### src/rtl/esp_pkg.sv
// Shared types, constants and register indexes for the ESP encapsulation framer.
package esp_pkg;

  localparam int MAX_IV_BYTES   = 16;
  localparam int MAX_ICV_BYTES  = 16;
  localparam int MAX_BLK_LOG2   = 4;
  localparam int MIN_ALIGN_LOG2 = 2;
  localparam int HDR_BYTES      = 8;
  localparam int CFG_AW         = 3;
  localparam int CFG_DW         = 32;
  localparam int Q_DEPTH        = 4;
  localparam int Q_AW           = $clog2(Q_DEPTH);

  typedef enum logic [CFG_AW-1:0] {
    REG_SPI        = 3'd0,
    REG_USER_HDR   = 3'd1,
    REG_BLK_LOG2   = 3'd2,
    REG_IV_LEN     = 3'd3,
    REG_AUTH_LEN   = 3'd4
  } reg_idx_t;

  typedef struct packed {
    logic [7:0] data_byte;
    logic       last_byte;
  } in_item_t;

  typedef struct packed {
    logic [7:0] frame_byte;
    logic       frame_last;
  } out_item_t;

  typedef struct packed {
    logic        hdr;
    logic        pay;
    logic        tail;
    logic [7:0]  data;
    logic [31:0] spi;
    logic [31:0] seq;
    logic [4:0]  iv;
    logic [3:0]  pad;
    logic [7:0]  nh;
    logic [4:0]  icv;
  } cmd_t;

  typedef struct packed {
    logic push;
    logic full;
  } q_wr_t;

  typedef struct packed {
    logic pop;
    logic empty;
  } q_rd_t;

  typedef enum logic [3:0] {
    PH_IDLE = 4'd0,
    PH_HDR  = 4'd1,
    PH_IV   = 4'd2,
    PH_PAY  = 4'd3,
    PH_PAD  = 4'd4,
    PH_PLEN = 4'd5,
    PH_NH   = 4'd6,
    PH_ICV  = 4'd7,
    PH_DONE = 4'd8
  } phase_t;

endpackage

### src/rtl/esp_front.sv
// Input classifier: config registers, per-packet state and command generation.
module esp_front (
  input  logic                        clk,
  input  logic                        rst_n,
  input  logic                        cfg_we,
  input  logic [esp_pkg::CFG_AW-1:0]  cfg_addr,
  input  logic [esp_pkg::CFG_DW-1:0]  cfg_data,
  input  logic                        in_push,
  input  esp_pkg::in_item_t           in_data,
  output logic                        in_full,
  output esp_pkg::q_wr_t              q_wr,
  input  logic                        q_full,
  output esp_pkg::cmd_t               q_cmd
);

  logic [31:0] spi_r;
  logic        uhm_r;
  logic [2:0]  blk_r;
  logic [4:0]  iv_len_r;
  logic [4:0]  auth_len_r;

  logic [31:0] seq_r, seq_nxt;
  logic [3:0]  lm_r, lm_nxt;
  logic [1:0]  ub_r, ub_nxt;
  logic [7:0]  nh_r, nh_nxt;
  logic        hs_r, hs_nxt;

  logic        accept;
  logic        do_push;
  logic        do_hdr, do_pay, do_tail;
  logic [4:0]  iv_sat, icv_sat;
  logic [2:0]  lg_sat, lg_eff;
  logic [3:0]  align_mask;
  logic [3:0]  pad;
  logic [7:0]  nh_cmd;

  assign accept  = in_push && !q_full;
  assign in_full = q_full;

  always_ff @(posedge clk) begin
    if (!rst_n) begin
      spi_r      <= '0;
      uhm_r      <= 1'b0;
      blk_r      <= '0;
      iv_len_r   <= '0;
      auth_len_r <= '0;
    end else if (cfg_we) begin
      case (cfg_addr)
        esp_pkg::REG_SPI:      spi_r      <= cfg_data;
        esp_pkg::REG_USER_HDR: uhm_r      <= cfg_data[0];
        esp_pkg::REG_BLK_LOG2: blk_r      <= cfg_data[2:0];
        esp_pkg::REG_IV_LEN:   iv_len_r   <= cfg_data[4:0];
        esp_pkg::REG_AUTH_LEN: auth_len_r <= cfg_data[4:0];
        default: ;
      endcase
    end
  end

  always_comb begin
    iv_sat  = (iv_len_r > 5'(esp_pkg::MAX_IV_BYTES)) ? 5'(esp_pkg::MAX_IV_BYTES) : iv_len_r;
    icv_sat = (auth_len_r > 5'(esp_pkg::MAX_ICV_BYTES)) ?
              5'(esp_pkg::MAX_ICV_BYTES) : auth_len_r;
    lg_sat  = (blk_r > 3'(esp_pkg::MAX_BLK_LOG2)) ? 3'(esp_pkg::MAX_BLK_LOG2) : blk_r;
    lg_eff  = (lg_sat < 3'(esp_pkg::MIN_ALIGN_LOG2)) ? 3'(esp_pkg::MIN_ALIGN_LOG2) : lg_sat;
    align_mask = 4'((5'd1 << lg_eff) - 5'd1);
  end

  always_comb begin
    seq_nxt = seq_r;
    lm_nxt  = lm_r;
    ub_nxt  = ub_r;
    nh_nxt  = nh_r;
    hs_nxt  = hs_r;
    do_hdr  = 1'b0;
    do_pay  = 1'b0;
    do_tail = 1'b0;
    do_push = 1'b0;
    pad     = '0;
    nh_cmd  = nh_r;
    if (accept) begin
      if (!hs_r) begin
        if (uhm_r) begin
          if (ub_r == 2'd0) begin
            nh_nxt = in_data.data_byte;
          end
          if (ub_r != 2'd3) begin
            ub_nxt = ub_r + 2'd1;
          end else begin
            ub_nxt  = '0;
            do_hdr  = 1'b1;
            do_push = 1'b1;
          end
        end else begin
          nh_nxt  = '0;
          ub_nxt  = '0;
          do_hdr  = 1'b1;
          do_pay  = 1'b1;
          do_push = 1'b1;
        end
      end else begin
        do_pay  = 1'b1;
        do_push = 1'b1;
      end
      if (do_hdr) begin
        seq_nxt = seq_r + 32'd1;
        lm_nxt  = iv_sat[3:0];
        hs_nxt  = 1'b1;
      end
      if (do_pay) begin
        lm_nxt = lm_nxt + 4'd1;
      end
      do_tail = do_push && in_data.last_byte;
      pad     = align_mask - ((lm_nxt + 4'd1) & align_mask);
      nh_cmd  = nh_nxt;
      if (in_data.last_byte) begin
        lm_nxt = '0;
        ub_nxt = '0;
        nh_nxt = '0;
        hs_nxt = 1'b0;
      end
    end
  end

  always_ff @(posedge clk) begin
    if (!rst_n) begin
      seq_r <= '0;
      lm_r  <= '0;
      ub_r  <= '0;
      nh_r  <= '0;
      hs_r  <= 1'b0;
    end else begin
      seq_r <= seq_nxt;
      lm_r  <= lm_nxt;
      ub_r  <= ub_nxt;
      nh_r  <= nh_nxt;
      hs_r  <= hs_nxt;
    end
  end

  assign q_wr.push = do_push;
  assign q_wr.full = q_full;

  always_comb begin
    q_cmd.hdr  = do_hdr;
    q_cmd.pay  = do_pay;
    q_cmd.tail = do_tail;
    q_cmd.data = in_data.data_byte;
    q_cmd.spi  = spi_r;
    q_cmd.seq  = seq_nxt;
    q_cmd.iv   = iv_sat;
    q_cmd.pad  = pad;
    q_cmd.nh   = nh_cmd;
    q_cmd.icv  = icv_sat;
  end

endmodule

### src/rtl/esp_cmdq.sv
// Short command queue between the classifier and the output sequencer.
module esp_cmdq (
  input  logic           clk,
  input  logic           rst_n,
  input  logic           push,
  input  esp_pkg::cmd_t  wr_cmd,
  input  logic           pop,
  output esp_pkg::cmd_t  rd_cmd,
  output logic           full,
  output logic           empty
);

  esp_pkg::cmd_t             mem_r [esp_pkg::Q_DEPTH];
  logic [esp_pkg::Q_AW-1:0]  wp_r, wp_nxt;
  logic [esp_pkg::Q_AW-1:0]  rp_r, rp_nxt;
  logic [esp_pkg::Q_AW:0]    cnt_r, cnt_nxt;

  assign full   = (cnt_r == (esp_pkg::Q_AW+1)'(esp_pkg::Q_DEPTH));
  assign empty  = (cnt_r == '0);
  assign rd_cmd = mem_r[rp_r];

  always_comb begin
    wp_nxt  = push ? wp_r + 1'b1 : wp_r;
    rp_nxt  = pop ? rp_r + 1'b1 : rp_r;
    cnt_nxt = cnt_r + (esp_pkg::Q_AW+1)'(push) - (esp_pkg::Q_AW+1)'(pop);
  end

  always_ff @(posedge clk) begin
    if (push) begin
      mem_r[wp_r] <= wr_cmd;
    end
  end

  always_ff @(posedge clk) begin
    if (!rst_n) begin
      wp_r  <= '0;
      rp_r  <= '0;
      cnt_r <= '0;
    end else begin
      wp_r  <= wp_nxt;
      rp_r  <= rp_nxt;
      cnt_r <= cnt_nxt;
    end
  end

`ifndef SYNTHESIS
  a_no_overflow: assert property (@(posedge clk) disable iff (!rst_n) push |-> !full)
    else $error("command queue overflow");
  a_no_underflow: assert property (@(posedge clk) disable iff (!rst_n) pop |-> !empty)
    else $error("command queue underflow");
  a_cnt_bound: assert property (@(posedge clk) disable iff (!rst_n)
    cnt_r <= (esp_pkg::Q_AW+1)'(esp_pkg::Q_DEPTH))
    else $error("command queue count out of range");
  a_cnt_track: assert property (@(posedge clk) disable iff (!rst_n)
    (push && !pop) |=> (cnt_r == $past(cnt_r) + 1'b1))
    else $error("command queue count lost a push");
`endif

endmodule

### src/rtl/esp_back.sv
// Output sequencer: expands commands into frame bytes behind an output register.
module esp_back (
  input  logic               clk,
  input  logic               rst_n,
  input  esp_pkg::cmd_t      cmd,
  input  esp_pkg::q_rd_t     q_in,
  output logic               q_pop,
  output logic               out_valid,
  output esp_pkg::out_item_t out_item,
  input  logic               out_pop
);

  esp_pkg::phase_t    st_r, st_nxt;
  logic [4:0]         cnt_r, cnt_nxt;
  esp_pkg::phase_t    cur_ph, nxt_ph;
  logic [4:0]         cur_cnt;
  logic [4:0]         ph_len;
  logic               step_done;
  logic               emit;
  logic               out_valid_r, out_valid_nxt;
  esp_pkg::out_item_t out_r, out_nxt;
  esp_pkg::out_item_t byte_now;

  function automatic esp_pkg::phase_t phase_from(input esp_pkg::cmd_t c,
                                                 input esp_pkg::phase_t p);
    esp_pkg::phase_t r;
    if (p <= esp_pkg::PH_HDR && c.hdr) r = esp_pkg::PH_HDR;
    else if (p <= esp_pkg::PH_IV && c.hdr && c.iv != '0) r = esp_pkg::PH_IV;
    else if (p <= esp_pkg::PH_PAY && c.pay) r = esp_pkg::PH_PAY;
    else if (p <= esp_pkg::PH_PAD && c.tail && c.pad != '0) r = esp_pkg::PH_PAD;
    else if (p <= esp_pkg::PH_PLEN && c.tail) r = esp_pkg::PH_PLEN;
    else if (p <= esp_pkg::PH_NH && c.tail) r = esp_pkg::PH_NH;
    else if (p <= esp_pkg::PH_ICV && c.tail && c.icv != '0) r = esp_pkg::PH_ICV;
    else r = esp_pkg::PH_DONE;
    return r;
  endfunction

  function automatic logic [7:0] word_byte(input logic [31:0] w, input logic [1:0] idx);
    logic [7:0] b;
    case (idx)
      2'd0:    b = w[31:24];
      2'd1:    b = w[23:16];
      2'd2:    b = w[15:8];
      default: b = w[7:0];
    endcase
    return b;
  endfunction

  assign emit = !q_in.empty && (!out_valid_r || out_pop);

  always_comb begin
    cur_ph  = (st_r == esp_pkg::PH_IDLE) ? phase_from(cmd, esp_pkg::PH_HDR) : st_r;
    cur_cnt = (st_r == esp_pkg::PH_IDLE) ? 5'd0 : cnt_r;
    byte_now.frame_byte = 8'd0;
    byte_now.frame_last = 1'b0;
    case (cur_ph)
      esp_pkg::PH_HDR: begin
        ph_len = 5'(esp_pkg::HDR_BYTES);
        byte_now.frame_byte = cur_cnt[2] ? word_byte(cmd.seq, cur_cnt[1:0])
                                         : word_byte(cmd.spi, cur_cnt[1:0]);
      end
      esp_pkg::PH_IV:  ph_len = cmd.iv;
      esp_pkg::PH_PAY: begin
        ph_len = 5'd1;
        byte_now.frame_byte = cmd.data;
      end
      esp_pkg::PH_PAD: ph_len = {1'b0, cmd.pad};
      esp_pkg::PH_PLEN: begin
        ph_len = 5'd1;
        byte_now.frame_byte = {4'd0, cmd.pad};
      end
      esp_pkg::PH_NH: begin
        ph_len = 5'd1;
        byte_now.frame_byte = cmd.nh;
        byte_now.frame_last = (cmd.icv == '0);
      end
      esp_pkg::PH_ICV: begin
        ph_len = cmd.icv;
        byte_now.frame_last = (cur_cnt + 5'd1 == cmd.icv);
      end
      default: ph_len = 5'd1;
    endcase
    step_done = (cur_cnt + 5'd1 == ph_len);
    nxt_ph    = step_done ? phase_from(cmd, esp_pkg::phase_t'(4'(cur_ph) + 4'd1)) : cur_ph;

    st_nxt        = st_r;
    cnt_nxt       = cnt_r;
    q_pop         = 1'b0;
    out_nxt       = out_r;
    out_valid_nxt = out_valid_r && !out_pop;
    if (emit) begin
      out_nxt       = byte_now;
      out_valid_nxt = 1'b1;
      if (nxt_ph == esp_pkg::PH_DONE) begin
        q_pop   = 1'b1;
        st_nxt  = esp_pkg::PH_IDLE;
        cnt_nxt = '0;
      end else begin
        st_nxt  = nxt_ph;
        cnt_nxt = step_done ? 5'd0 : cur_cnt + 5'd1;
      end
    end
  end

  always_ff @(posedge clk) begin
    if (!rst_n) begin
      st_r        <= esp_pkg::PH_IDLE;
      cnt_r       <= '0;
      out_valid_r <= 1'b0;
    end else begin
      st_r        <= st_nxt;
      cnt_r       <= cnt_nxt;
      out_valid_r <= out_valid_nxt;
    end
  end

  always_ff @(posedge clk) begin
    out_r <= out_nxt;
  end

  assign out_valid = out_valid_r;
  assign out_item  = out_r;

endmodule

### src/rtl/esp_encapsulation_framer.sv
// Top level of the ESP encapsulation framer.
//
//  channel | direction | handshake          | payload
//  --------+-----------+--------------------+---------------------------------
//  in_     | in        | in_push / in_full  | in_data: data_byte, last_byte
//  out_    | out       | out_pop / out_empty| out_data: frame_byte, frame_last
//  cfg_    | in        | cfg_we             | cfg_addr, cfg_data (no read-back)
//
// One input byte is taken per cycle while the command queue has room; the output
// sequencer sends one frame byte per cycle while a command is queued and the output
// register is free or popped, so header and tail bursts (8 + IV and pad + 2 + ICV
// bytes) are set by that single output port and absorbed by the queue. Reset is
// synchronous, active low. in_full follows the command queue; out_empty follows the output register.
module esp_encapsulation_framer (
  input  logic                        clk,
  input  logic                        rst_n,
  input  logic                        cfg_we,
  input  logic [esp_pkg::CFG_AW-1:0]  cfg_addr,
  input  logic [esp_pkg::CFG_DW-1:0]  cfg_data,
  input  logic                        in_push,
  input  esp_pkg::in_item_t           in_data,
  output logic                        in_full,
  output logic                        out_empty,
  input  logic                        out_pop,
  output esp_pkg::out_item_t          out_data
);

  esp_pkg::q_wr_t q_wr;
  esp_pkg::q_rd_t q_rd;
  esp_pkg::cmd_t  wr_cmd;
  esp_pkg::cmd_t  rd_cmd;
  logic           q_full;
  logic           q_empty;
  logic           q_pop;
  logic           out_valid;

  esp_front u_front (
    .clk      (clk),
    .rst_n    (rst_n),
    .cfg_we   (cfg_we),
    .cfg_addr (cfg_addr),
    .cfg_data (cfg_data),
    .in_push  (in_push),
    .in_data  (in_data),
    .in_full  (in_full),
    .q_wr     (q_wr),
    .q_full   (q_full),
    .q_cmd    (wr_cmd)
  );

  esp_cmdq u_cmdq (
    .clk    (clk),
    .rst_n  (rst_n),
    .push   (q_wr.push),
    .wr_cmd (wr_cmd),
    .pop    (q_pop),
    .rd_cmd (rd_cmd),
    .full   (q_full),
    .empty  (q_empty)
  );

  assign q_rd.pop   = q_pop;
  assign q_rd.empty = q_empty;

  esp_back u_back (
    .clk       (clk),
    .rst_n     (rst_n),
    .cmd       (rd_cmd),
    .q_in      (q_rd),
    .q_pop     (q_pop),
    .out_valid (out_valid),
    .out_item  (out_data),
    .out_pop   (out_pop)
  );

  assign out_empty = !out_valid;

endmodule
### config.mk
export PLATFORM = sky130hd
export DESIGN_NAME = esp_encapsulation_framer
export DESIGN_NICKNAME = d
export VERILOG_FILES = /design/src/rtl/esp_pkg.sv /design/src/rtl/esp_front.sv /design/src/rtl/esp_cmdq.sv /design/src/rtl/esp_back.sv /design/src/rtl/esp_encapsulation_framer.sv
export SDC_FILE = /design/constraint.sdc
export NUM_CORES = 1
export LEC_CHECK = 0
export ABC_CLOCK_PERIOD_IN_PS = 7400
export BUFFER_PORTS_ARGS = -buffer_cell sky130_fd_sc_hd__buf_2
export CORE_AREA = 2 2 186 233
export DETAILED_ROUTE_END_ITERATION = 12
export DIE_AREA = 0 0 188 235
export PLACE_DENSITY = 0.77
export SLEW_MARGIN = 20
export SYNTH_ARGS = -nofsm -noshare
export SYNTH_HDL_FRONTEND = slang
export SYNTH_SLANG_ARGS = --single-unit
### constraint.sdc
create_clock -name clk -period 7.4 [get_ports clk]
set_input_delay 1.11 -clock clk [delete_from_list [all_inputs] [get_ports clk]]
set_output_delay 1.11 -clock clk [all_outputs]
set_load 0.01 [all_outputs]
==> results.md <==
- Area growth, synth to finish: 11.53%
- Maximum fanout along the worst path: 25
- Pwr Total: 7.913 mW
- Met2 Usage GRT: a little over a third
- Routed Wire Length: ~44000 microns
- Max-cap viol count: 0
- Drt wl/cell: between 20 and 25 microns
- Final worst-path cycle share: between 70% and 80%
- Share of layout cells above drive strength 1: between 10% and 20%
- Post-CTS setup buffers: 0
- Int Pwr: ~5.6 mW
- Tightest Hold Check Type: flip-flop to flip-flop
- Worst-path cell chain: mux4_2 > or4_1 > o21ai_1 > a21oi_1 > inv_1 > ha_1 > a22o_1 > a32oi_2 > xor2_1 > nor4_4 > nand2_2 > o31ai_4 > ha_1 > inv_1 > ha_1 > fa_1 > xnor2_1 > and2_1
- Die area: between 0.04 and 0.05 sq mm
- FMAX: between 150 and 200 MHz
- Clock share of power: roughly 30%
- Most used DFF post-synth: edfxtp_1
- Finish-stage setup viols: 0
- Slowest-stage cell, CP: dfxtp_4
- Synth Warn #: 0
- Starting density of the core: roughly half
- Tmin final: between 5000 and 6000 ps
- DPL Wire Length: 27020 microns
- Remaining Overflow, GRT: 0
- CTS Hold Buffers Added: 0
- Setup Skew: around 22 ps
- Critical path depth in cells: 18
- Sequential share of power: between 40% and 50%
- Post-Synthesis Cells: around 1300
- Crit-path most repeated cell: ha_1
- CP arrival: between 6000 and 7000 ps
- RSZ-0062 raised after global routing: no
- EDFF count, synth: around 400
- DR vias/cell: between 5 and 6
- Met1 Usage GRT: about a quarter
- M3 GR Usage: between 2 and 3%
- Leak: 7.555 nW
- Async set or reset register ratio after synthesis: 0%
- Synth cell count leaders: edfxtp_1, nand2_1, dfxtp_1
- Slew @ Worst Pin: 1105 ps
- Critical path type: flip-flop to flip-flop
- Switching share of power: between 20% and 30%
- Via count: between 10000 and 15000
- Filler cells: 3154
- Multi-input logic area: between 0.006 and 0.007 sq mm
- Status: complete, no violations
- Worst reg-to-reg setup slack: 1490 ps
- Final setup TNS: 0 ps
- Ports: 60
- Avg Cell Area, Syn: 15.94 sq um
- Netlist cell types: between 60 and 70
- Routed Antenna Nets: 0
- GRT Resource Usage Total: about a fifth
- Top cell type's share of synthesized area: a little under three fifths
- Power share of the combinational group: 24.6%
- Seq cells post-synth: 509
- CTS H-tree depth: 2
- Syn Nets: around 1400
- Drt first pass iters: 5
- P_sw: 2.329 mW
- Final Hold Vio Count: 0
- Clock buffer depth: 3
- Remaining DRCs: 0
- Slew Viols, Final: 0
- Most common cell in the netlist: edfxtp_1
- CP endpoint kind: flip-flop
- Clock Pin Slew Worst Setup and Hold Paths: ~60 ps
- Row Count: 84
- CTS tree: done
- CTS Sinks: between 500 and 600
- Area leader, netlist: edfxtp_1
- Hold Path Depth: 2
- Highest cell delay on the worst timing path: around 670 ps
- CTS root buffer: clkbuf_16
- Final Util: a little under three fifths
- Cts bufs inserted: between 40 and 50
- Post_cts resized: 0
- Reg area: around 0.014 sq mm
- Number of global-route vias before repair: ~12000
- Critical Path RT: approximately 7900 ps
- Slew headroom: between 20% and 30%
- Port Buffer Count: 59
- Max rail drop VDD: approximately 0.21 mV
- Die X: roughly 190 microns
- DRT iter0 DRCs: 935
- Hold slack: around 480 ps
- Register area share after synthesis: between 60% and 70%
- Worst R2R Path Depth: 18
- Vert. Die Dim: about 240 microns
- Startpoint Class: flip-flop
- Core area: 0.04194 sq mm
- GP Congestion: 0.8241
- Pwr dens: around 340 mW/mm^2
- Largest net degree at the start of global routing: 67
- Nets@finish: roughly 1400
- Main area contributors after synthesis: edfxtp_1, mux4_2, dfxtp_1, nand2_1, and2_1
- Later-pin clock latency in the skew report: between 500 and 600 ps
- Initial antenna violation count: 2
- Buf/Inv on CP: 2
- Synthesized area: 0.02074 sq mm
- GR peak layer: met2
- Crit path max-delay family: simple AND/OR/NAND/NOR gates
- First-pass GRT wire length: between 60000 and 70000 microns
==> flip-flops by register name, summed over array words and instances, names as in the netlist, named ones only <==
name and cells:
u_front.seq_r 32, u_back.out_valid 1, u_back.st_r 4, u_front.hs_r 1, u_front.ub_r 2, u_back.cnt_r 5, u_front.uhm_r 1, u_front.spi_r 32
u_front.lm_r 4, u_cmdq.wp_r 2, u_cmdq.mem_r 388, u_front.iv_len_r 5, u_cmdq.rp_r 2, u_front.blk_r 3, u_front.auth_len_r 5, u_back.out_item 9
u_cmdq.cnt_r 3, u_front.nh_r 8
==> power groups by stage <==
stage	Combinational [mW]	Clock (mW)	Sequential, mW
detailed placement	1.94	0	3.61
CTS	1.96	2.46	3.55
floorplan	1.47	0	3.55
finish	1.94	2.43	3.54
global route	2.09	2.56	3.57
global placement	1.93	0	3.58
==> cells by family (layout without fill, tap and decap cells) <==
| kind of cell | Yosys count | count (layout) | share of synthesized area, % |
|---|---|---|---|
| AO/OA/AOI/OAI | 162 | 162 | 5.707 |
| adder cells (fa/ha/maj) | 21 | 21 | 1.303 |
| AND/OR/NAND/NOR | 312 | 312 | 7.644 |
| buffers and inverters | 114 | 207 | 2.268 |
| other | 0 | 1 | 0 |
| XOR/XNOR | 54 | 54 | 2.280 |
| flip-flops | 509 | 509 | 68.29 |
| multiplexers | 129 | 129 | 12.51 |
==> per-layer routing <==
layer,up-vias,part of all wire (%)
li1,5100,-
met5,-,0.030
met4,2,2.6
met2,349,52
met1,5884,40
met3,77,5.1
==> placed cells by master (no fill, tap or decap), drive strengths merged, types with 10 or more instances in the layout <==
cell,count
a21boi,10
edfxtp,397
xor2,20
a22oi,10
and3,11
a22o,11
mux4,104
and2,53
inv,50
a222oi,16
clkbuf,64
a32oi,13
dfxtp,112
o21ai,16
buf,72
clkinv,14
ha,20
a21oi,50
nor2b,32
xnor2,34
nor2,26
nand2,126
mux2i,24
nand3,23
==> stage by stage <==
step | std cells | instance area [sq um] | setup WS [ps]
after global placement | 1867 | 21560 | 1585
final | 1954 | 23130 | 1493
after global routing | 1954 | 23130 | 1051
after floorplan | 1301 | 20740 | 2752
after detailed placement | 1867 | 21560 | 1438
after CTS | 1953 | 23130 | 1455
==> layout make-up <==
cell class,instances,area share [%]
Sequential cell,509,61.26
Antenna cell,1,0.01082
Timing Repair Buffer,72,1.698
Tap cell,559,3.024
Clock buffer,64,5.614
Clock inverter,22,1.158
Multi-Input combinational cell,678,26.44
Inverter,49,0.7951
==> final timing paths <==
kind                                                   from                          to
worst max-delay path                              flip-flop  u_cmdq.cnt_r[2]$_SDFF_PN0_
worst max register to register                    flip-flop  u_cmdq.cnt_r[2]$_SDFF_PN0_
worst min-delay path            u_cmdq.rp_r[1]$_SDFFE_PN0P_                   flip-flop
worst min register to register  u_cmdq.rp_r[1]$_SDFFE_PN0P_                   flip-flop
==> worst register-to-register path, stage by stage, from the launching register on <==
cell and delay, ps:
dfxtp_4 670, mux4_2 630, or4_1 620, o21ai_1 210
a21oi_1 170, inv_1 170, ha_1 590, a22o_1 270
a32oi_2 60, xor2_1 210, nor4_4 420, nand2_2 280
o31ai_4 420, ha_1 200, inv_1 40, ha_1 180
fa_1 390, xnor2_1 130, and2_1 160
Power figures use the tool's default switching activity.
